[config.mk]
export PLATFORM = sky130hd
export DESIGN_NAME = obef_queue
export DESIGN_NICKNAME = d
export VERILOG_FILES = /design/src/rtl/obef_queue.sv
export SDC_FILE = /design/constraint.sdc
export NUM_CORES = 1
export LEC_CHECK = 0
export ABC_AREA = 1
export BUFFER_PORTS_ARGS = -buffer_cell sky130_fd_sc_hd__buf_2
export CORE_MARGIN = 2
export CORE_UTILIZATION = 50
export DETAILED_ROUTE_END_ITERATION = 10
export PLACE_DENSITY = 0.7
export SYNTH_ARGS = -nofsm -noshare
export SYNTH_HDL_FRONTEND = slang
export SYNTH_SLANG_ARGS = --single-unit
[constraint.sdc]
create_clock -name clk_i -period 4.59 [get_ports clk_i]
set_input_delay 0.459 -clock clk_i [delete_from_list [all_inputs] [get_ports clk_i]]
set_output_delay 0.459 -clock clk_i [all_outputs]
set_load 0.01 [all_outputs]
[src/rtl/obef_queue.sv]
`default_nettype none

module obef_queue #(
  parameter int WIDTH = 127,
  parameter int DEPTH = 4
) (
  input  logic             clk_i,
  input  logic             rst_ni,
  input  logic             push_i,
  input  logic [WIDTH-1:0] data_i,
  output logic             full_o,
  input  logic             pop_i,
  output logic [WIDTH-1:0] data_o,
  output logic             empty_o
);

  // DEPTH is a power of two so the pointers wrap by themselves
  localparam int AW   = $clog2(DEPTH);
  localparam int CNTW = $clog2(DEPTH + 1);

  logic [WIDTH-1:0] slot_q [DEPTH];
  logic [AW-1:0]    wr_ptr_q;
  logic [AW-1:0]    rd_ptr_q;
  logic [CNTW-1:0]  count_q;

  assign full_o  = (count_q == CNTW'(DEPTH));
  assign empty_o = (count_q == '0);
  assign data_o  = slot_q[rd_ptr_q];

  // Advance pointers and fill count
  always_ff @(posedge clk_i or negedge rst_ni) begin
    if (!rst_ni) begin
      wr_ptr_q <= '0;
      rd_ptr_q <= '0;
      count_q  <= '0;
    end else begin
      if (push_i) wr_ptr_q <= wr_ptr_q + 1'b1;
      if (pop_i)  rd_ptr_q <= rd_ptr_q + 1'b1;
      if (push_i && !pop_i)      count_q <= count_q + 1'b1;
      else if (pop_i && !push_i) count_q <= count_q - 1'b1;
    end
  end

  // Store the pushed beat
  always_ff @(posedge clk_i) begin
    if (push_i) slot_q[wr_ptr_q] <= data_i;
  end

  a_no_overflow: assert property (@(posedge clk_i) disable iff (!rst_ni)
    push_i |-> !full_o)
    else $error("queue pushed while full");

  a_no_underflow: assert property (@(posedge clk_i) disable iff (!rst_ni)
    pop_i |-> !empty_o)
    else $error("queue popped while empty");

  a_count_up: assert property (@(posedge clk_i) disable iff (!rst_ni)
    (push_i && !pop_i) |=> (count_q == CNTW'($past(count_q) + 1'b1)))
    else $error("queue count did not follow a push");

endmodule

`default_nettype wire

==> flow_summary.ini, run 1 <==
[status]
outcome = completed

[layout]
drive_above_1_share = 0.194
syn_to_final_growth_pct = 14.7
mostFrequentLayoutCells = 508 x edfxtp_1, 394 x nand2_1, 261 x inv_1
final_cells = 2350
fin_nets = 1911
final_common_cell = edfxtp_1
fill_cells = 3187

[drt]
wl_per_cell_um = 17.5
drt_wl_total_um = 41200
drc_errors = 0
first_pass_iters = 5
via_per_inst = 5.10
ant_nets = 0
vias = 12000
drt_iter0_drc = 859

[placed_design]
portBuffers = 259
place_inst = 2253
dp_hpwl_um = 24600
routabilityCongestion = 0.785

[worst_setup_path]
cp_num_buf_inv = 3
arrival_ps = 2710
regToRegSetupSlack_ps = 2250
cp-end-kind = output port
crit_path_start_kind = flip-flop
path_cells = inv_4 > buf_12 > o211ai_1 > nand2_1 > buf_2
r2r_cells = 5
timing.rr.start = wr_ptr_q[0]
cp_max_fo = 60
cp.required_ps = 4130
criticalPathCategory = reg -> out
reg2reg_to = slot_q[2][38]
critPathMaxStageDelay_ps = 720
crit_slowest_cell = dfrtp_4
cp_top_family = buffers and inverters

[floorplanning]
die_w_um = 208
die-area_sq_um = 43100
die_y_um = 208
core_sq_um = 40800
std_cell_rows = 74
start_util = 0.507
ios = 260

[grt]
antenna_found_initial = 12
grt_pass1_vias = 11800
grt_overflow = 0
grt_start_max_net_pins = 90
grt_use_total = 0.191
grt_pass1_wl_um = 64700

[power]
switching_share = 0.345
p_leak_nw = 9.49
seqPwrFrac = 0.428
p_sw_w = 0.00530
power.clock.fraction = 0.251
pwr-share-comb = 0.322
power.density_nw_per_um2 = 646
p_int_w = 0.0101
peakVddDrop_mv = 0.437

[sta]
finalSetupViolations = 0
tightest_slew_ps = 1020
rsz0062_at_grt = no
tns_ps = 0
timing_hold_violations_final = 0
slew_viol_final = 0
relSlewSlack = 0.318
fin_crit_sh = 0.690
finalCriticalPeriod_ps = 3170
skew_ps = 10.9
max_freq_mhz = 316

[clock_network]
path_clk_slew_ps = 60
post-cts-setup-buffers = 0
cts_buffer_depth = 3
cts_sinks = 515
cts_root_buffer = clkbuf_16
cts_resized = 0
cts_hold_buffers = 1
cts_made_buffers = 50
cts_tree = built
clock_latency_ps = 580
htreeDepth = 2

[hold_path]
hold_class = in -> reg
hp-start = pop_i
min_to = rd_ptr_q[0]
holdPathStages = 2

[logic_synthesis]
yosys_warnings = 0
postSynthCellCount = 1530
syn_nets = 1667
synth-seq-cells = 515
netlist_area_sq_um = 20700
synth_cell_type_count = 18
ys_seq_area_frac = 0.745
syn_area_per_cell_sq_um = 13.5

[job]
maxCapViolCount = 0
## per-stage QoR
step                      power (W)  worst slack (ps)   util  cell area [sq um]  hold slack, ps
after floorplan              0.0101               896      -              20700             163
after global placement       0.0116              2020  0.544              22200             300
after detailed placement     0.0117              2010  0.544              22200             304
after CTS                    0.0156              1370  0.582              23700            49.4
after global routing         0.0163              1270  0.582              23800            63.2
final                        0.0154              1420  0.582              23800            86.7
## how the worst max path moves through the flow
stage	endpoint	start	cells after the start
after detailed placement	data_o[3]	rd_ptr_q[1]	5
after global routing	data_o[3]	rd_ptr_q[1]	5
after CTS	data_o[3]	rd_ptr_q[1]	5
after floorplan	slot_q[0][0]	push_i	3
after global placement	data_o[3]	rd_ptr_q[1]	5
final	data_o[116]	rd_ptr_q[1]	5
## layer usage
layer,global-route usage,share of wire
met5,0,0.0019
met4,0.0601,0.019
met3,0.0499,0.069
met2,0.313,0.49
met1,0.252,0.42
## registers in the layout (all words and copies together), names as in the netlist
register  count
count_q       3
rd_ptr_q      2
slot_q      508
wr_ptr_q      2
## worst reg2reg max path, cell delays in order (launching register included)
cell	delay (ps)
dfrtp_1	430
inv_1	110
ha_1	150
nand2_1	100
inv_6	690
buf_4	530
## cell families after synthesis
kind of cell	share of synthesized area
adders and majority gates	0.00399
DFF	0.745
xor gates and xnor gates	0.00169
buffers and inverters	0.0845
and+or+nand+nor	0.0724
AOI/OAI and AO/OA	0.0923
## power groups by stage
stage / clock, W / sequential, W / combinational [W]
after floorplan: 0 / 0.00649 / 0.00365
after global placement: 0 / 0.00663 / 0.00494
after detailed placement: 0 / 0.00666 / 0.00504
after CTS: 0.00394 / 0.00657 / 0.00506
after global routing: 0.00412 / 0.00665 / 0.00549
final: 0.00385 / 0.00656 / 0.00494
## final cells by class
class | instances | area, sq um | area share
Antenna cell | 5 | 12.5 | 0.000527
Clock buffer | 65 | 1370 | 0.0577
Clock inverter | 26 | 168 | 0.00706
Inverter | 266 | 1020 | 0.0430
Multi-Input combinational cell | 663 | 3530 | 0.149
Sequential cell | 515 | 15400 | 0.650
Tap cell | 532 | 666 | 0.0280
Timing Repair Buffer | 278 | 1550 | 0.0654
## cells in the mapped netlist
library cell | count | area (sq um)
buf_2 | 24 | 120
buf_4 | 18 | 135
buf_6 | 40 | 450
clkbuf_1 | 1 | 3.75
clkbuf_8 | 3 | 41.3
dfrtp_1 | 7 | 175
edfxtp_1 | 508 | 15300
fa_1 | 1 | 20.0
ha_1 | 5 | 62.6
inv_1 | 266 | 998
nand2_1 | 394 | 1480
nand3_1 | 1 | 5.00
nand4_1 | 1 | 6.26
nor3_1 | 2 | 10.0
o211ai_1 | 254 | 1910
o21ai_1 | 1 | 5.00
xnor2_1 | 1 | 8.76
xor2_1 | 3 | 26.3
Note: power is estimated with default switching activity, not from simulation.
==> inputs of run 2 (changes only) <==
==> constraint.sdc (replaced) <==
create_clock -name clk_i -period 3.14 [get_ports clk_i]
set_input_delay 0.314 -clock clk_i [delete_from_list [all_inputs] [get_ports clk_i]]
set_output_delay 0.314 -clock clk_i [all_outputs]
set_load 0.01 [all_outputs]
==> run 2 against run 1 <==
Count of clock-buffer cells in the layout fell by 3. Highest routed layer unchanged. Sequential share of layout area shrank 3.6 points. Die area unchanged. Utilization rose by 3.4 points.
==> flow_summary.ini, run 2 (synthesis gave the netlist of run 1 again) <==
[sta]
finalCriticalPeriod_ps = 2560
tns_ps = 0
fin_crit_sh = 0.815
relSlewSlack = 0.480
slew_viol_final = 0
timing_hold_violations_final = 0
rsz0062_at_grt = no
skew_ps = 13.9
tightest_slew_ps = 779
finalSetupViolations = 0
max_freq_mhz = 391

[grt]
antenna_found_initial = 2
grt_start_max_net_pins = 128
grt_pass1_vias = 13000
grt_pass1_wl_um = 67500
grt_use_total = 0.197
grt_overflow = 0

[drt]
drt_wl_total_um = 42600
wl_per_cell_um = 17.2
via_per_inst = 5.09
ant_nets = 0
first_pass_iters = 5
drt_iter0_drc = 815
drc_errors = 0
vias = 12600

[layout]
syn_to_final_growth_pct = 21.5
finish.instance_area_sq_um = 25200
top_regs = slot_q (508), count_q (3)
top_register = slot_q
drive_above_1_share = 0.183
fill_cells = 2980
final_cells = 2483
fin_nets = 2051
final_common_cell = edfxtp_1
largest_reg_flops = 508
ff_latch_area_sq_um = 15400
multi_input_area_sq_um = 3530
mostFrequentLayoutCells = 508 x edfxtp_1, 394 x nand2_1, 261 x inv_1
utilization = 0.616

[clock_network]
cts_resized = 0
path_clk_slew_ps = 60
cts_tree = built
htreeDepth = 2
cts_sinks = 515
cts_buffer_depth = 3
clock_latency_ps = 580
cts_root_buffer = clkbuf_16
cts_made_buffers = 51

[placed_design]
portBuffers = 259
place_inst = 2263
post_dp_cell_area_sq_um = 22400
dp_hpwl_um = 24300
routabilityCongestion = 0.756

[power]
peakVddDrop_mv = 0.553
power.density_nw_per_um2 = 900
p_leak_nw = 10.0

[job]
maxCapViolCount = 0

[floorplanning]
die-area_sq_um = 43100
die_w_um = 208
die_y_um = 208
ios = 260
std_cell_rows = 74
start_util = 0.507
core_sq_um = 40800

[worst_setup_path]
cp_max_fo = 110
arrival_ps = 2250
cp.required_ps = 2830
cp-end-kind = output port
crit_path_start_kind = flip-flop
criticalPathCategory = reg -> out
regToRegSetupSlack_ps = 950

[hold_path]
hold_class = in -> async

[status]
outcome = completed
==> run 2: path summary, 6_finish.rpt <==
check	end	from	depth (start not counted)
max	data_o[44]	rd_ptr_q[0]	5
min	count_q[0]	rst_ni	2
min in group clk_i	slot_q[3][112]	data_i[112]	2
max in group asynchronous	rd_ptr_q[0]	rst_ni	2
max reg2reg	slot_q[2][33]	wr_ptr_q[0]	5
min reg2reg	count_q[2]	count_q[2]	2
==> run 2: worst max-delay path, stage by stage (launching register included) <==
cell	delay, ps
dfrtp_4	670
buf_12	360
nand2_1	120
o211ai_1	110
nand2_1	120
buf_2	150
==> run 2: metrics by stage <==
step                total power [W]  hold slack (ps)  worst slack, ps
floorplan                    0.0148             18.4              154
global placement             0.0171              165              937
detailed placement           0.0173              171              923
CTS                          0.0229             62.7              520
global route                 0.0240              112              429
finish                       0.0226              138              579
==> run 2: where the power goes <==
| group | leakage (nW) | internal, W | total, W | switching (W) |
|---|---|---|---|---|
| clock network | 0.714 | 0.00305 | 0.00546 | 0.00242 |
| logic | 4.58 | 0.00274 | 0.00782 | 0.00508 |
| registers | 4.75 | 0.00899 | 0.00936 | 0.000373 |
| total | 10.0 | 0.0148 | 0.0226 | 0.00787 |
==> run 2: timing repair <==
action                                 in CTS  in global routing
hold buffers                              130                  0
endpoints found under the hold margin     517                  0
buffers inserted                            0                  0
==> run 2: per-layer routing <==
layer	vias up	routed length (um)	track usage
met3	77	2450	0.0392
met5	-	11	0
met2	360	21400	0.339
met1	6099	17600	0.250
met4	2	1140	0.0729
li1	6098	-	-
==> run 2: layout make-up <==
class                      count  area share
antenna                        1   0.0000995
clock buffer                  62      0.0524
clock inverter                27     0.00622
inverter                     266      0.0404
multi-input combinational    663       0.140
sequential                   515       0.614
tap                          532      0.0265
timing repair buffer         417       0.121
==> inputs of run 3 (changes only) <==
--- a/config.mk
+++ b/config.mk
@@ -10,7 +10,7 @@
 export CORE_MARGIN = 2
 export CORE_UTILIZATION = 50
 export DETAILED_ROUTE_END_ITERATION = 10
-export PLACE_DENSITY = 0.7
+export PLACE_DENSITY = 0.73
 export SYNTH_ARGS = -nofsm -noshare
 export SYNTH_HDL_FRONTEND = slang
 export SYNTH_SLANG_ARGS = --single-unit
==> constraint.sdc (replaced) <==
create_clock -name clk_i -period 2.17 [get_ports clk_i]
set_input_delay 0.217 -clock clk_i [delete_from_list [all_inputs] [get_ports clk_i]]
set_output_delay 0.217 -clock clk_i [all_outputs]
set_load 0.01 [all_outputs]
==> run 3 against run 2 <==
Sequential power increased by 44%. Cell area increased by 3.8%. Count of clock-buffer cells in the layout increased by 7. First-iteration DRC count increased by 18%. Global-route usage increased by 2.0 points. Largest cell class unchanged. The flow now finishes with violations (setup timing).
==> flow_summary.ini, run 3 (synthesis gave the netlist of run 1 again) <==
[layout]
fill_cells = 2870
top_register = slot_q
final_common_cell = edfxtp_1
syn_to_final_growth_pct = 26.1
top_regs = slot_q (508), count_q (3)
largest_reg_flops = 508
utilization = 0.639
mostFrequentLayoutCells = 508 x edfxtp_1, 389 x nand2_1, 260 x inv_1
fin_nets = 2093
drive_above_1_share = 0.205

[floorplanning]
ios = 260
die_w_um = 208
die-area_sq_um = 43100
die_y_um = 208
core_sq_um = 40800
std_cell_rows = 74
start_util = 0.507

[power]
p_sw_w = 0.0125
switching_share = 0.351
seqPwrFrac = 0.380
finalPower_w = 0.0357
pwr-share-comb = 0.391
peakVddDrop_mv = 0.768
p_int_w = 0.0231
power.clock.fraction = 0.230
power.density_nw_per_um2 = 1370
p_leak_nw = 10.5

[worst_setup_path]
path_cells = buf_16 > buf_4 > o211ai_1 > nand2_1 > buf_2
startpoint = rd_ptr_q[0]
cp_max_fo = 10
crit_path_start_kind = flip-flop
crit_slowest_cell = dfrtp_4
criticalPathCategory = reg -> out
arrival_ps = 2030
timing.rr.start = wr_ptr_q[1]
r2r_cells = 5
cp-end-kind = output port
critPathMaxStageDelay_ps = 570
cp.required_ps = 1950

[hold_path]
holdPathStages = 2
hp-start = data_i[117]
hold_class = in -> reg

[drt]
drc_errors = 0
drt_iter0_drc = 962
ant_nets = 0
vias = 13200
via_per_inst = 5.20
first_pass_iters = 5
drt_wl_total_um = 48600
wl_per_cell_um = 19.2

[sta]
tns_ps = -911
finalCriticalPeriod_ps = 2240
relSlewSlack = 0.670
finalSetupViolations = 38
max_freq_mhz = 446
fin_ws_ps = -73.8
tightest_slew_ps = 494
skew_ps = 12.2
slew_viol_final = 0
timing_hold_violations_final = 0
fin_crit_sh = 1.03
rsz0062_at_grt = yes

[clock_network]
htreeDepth = 2
clock_latency_ps = 570
path_clk_slew_ps = 60
cts_buffer_depth = 3
cts_tree = built
cts_sinks = 515
cts_made_buffers = 51
cts_root_buffer = clkbuf_16

[placed_design]
portBuffers = 259
dp_hpwl_um = 24300
pre_cts_slack_ps = 402
routabilityCongestion = 0.796

[grt]
grt_pass1_wl_um = 72000
antenna_found_initial = 4
met2_usage = 0.364
grt_busiest_layer = met2
grt_start_max_net_pins = 71
grt_pass1_vias = 13100
grt_util_met1 = 0.286
grtUsageMet3 = 0.0418
grt_use_total = 0.218
grt_overflow = 0

[job]
maxCapViolCount = 0

[status]
violations = setup timing
outcome = finished with violations
==> run 3: what timing repair did <==
| item | CTS | global route |
|---|---|---|
| pin swaps | 23 | 66 |
| cloned | 14 | 7 |
| endpoints found under the hold margin | 519 | 0 |
| gates resized for setup | 30 | 12 |
| buffers inserted | 18 | 2 |
| endpoints found under the setup margin | 127 | 124 |
| hold buffers | 132 | 0 |
==> run 3: power groups by stage <==
stage               registers (W)  logic, W  clock network (W)
floorplan                  0.0136   0.00776                  0
global placement           0.0136    0.0113                  0
detailed placement         0.0137    0.0115                  0
CTS                        0.0135    0.0136            0.00830
global route               0.0137    0.0151            0.00869
finish                     0.0135    0.0139            0.00818
==> run 3: path summary, 6_finish.rpt <==
path / slack (ps) / end
hold / removal: 390 / slot_q[1][117]
min in group asynchronous: 610 / count_q[0]
max in group asynchronous: 760 / rd_ptr_q[1]
hold reg to reg: 550 / count_q[2]
setup / recovery: -70 / data_o[87]
setup reg to reg: 400 / slot_q[0][48]
==> run 3: through the flow <==
| stage | instances | hold slack [ps] | area, sq um |
|---|---|---|---|
| after floorplan | 1530 | -78.6 | 20700 |
| after global placement | 2266 | 75.3 | 22400 |
| after detailed placement | 2266 | 84.4 | 22400 |
| after CTS | 2521 | 358 | 25900 |
| after global routing | 2531 | 381 | 26100 |
| final | 2531 | 391 | 26100 |
==> run 3: area by class of cell <==
class	instances	area, sq um	area share
diodes	3	7.51	0.000288
clock buffers	69	1390	0.0531
clock inverters	24	160	0.00613
inverters	266	1030	0.0394
multi-input cells	663	3550	0.136
flip-flops and latches	515	15400	0.591
well taps	532	666	0.0255
repair buffers	457	3840	0.147
repair inverters	2	28.8	0.00110
==> run 3: per-layer routing <==
metal,wire [um],part of all wire
met3,3330,0.069
met1,20600,0.42
met2,23500,0.48
met4,1150,0.024
met5,11,0.00023
==> run 3: worst max-delay path, delay by kind of cell, from the launching register on <==
| family | cells | cell delay (ps) |
|---|---|---|
| compound gates | 1 | 280 |
| buf+inv | 3 | 510 |
| flops | 1 | 570 |
| simple gates | 1 | 100 |
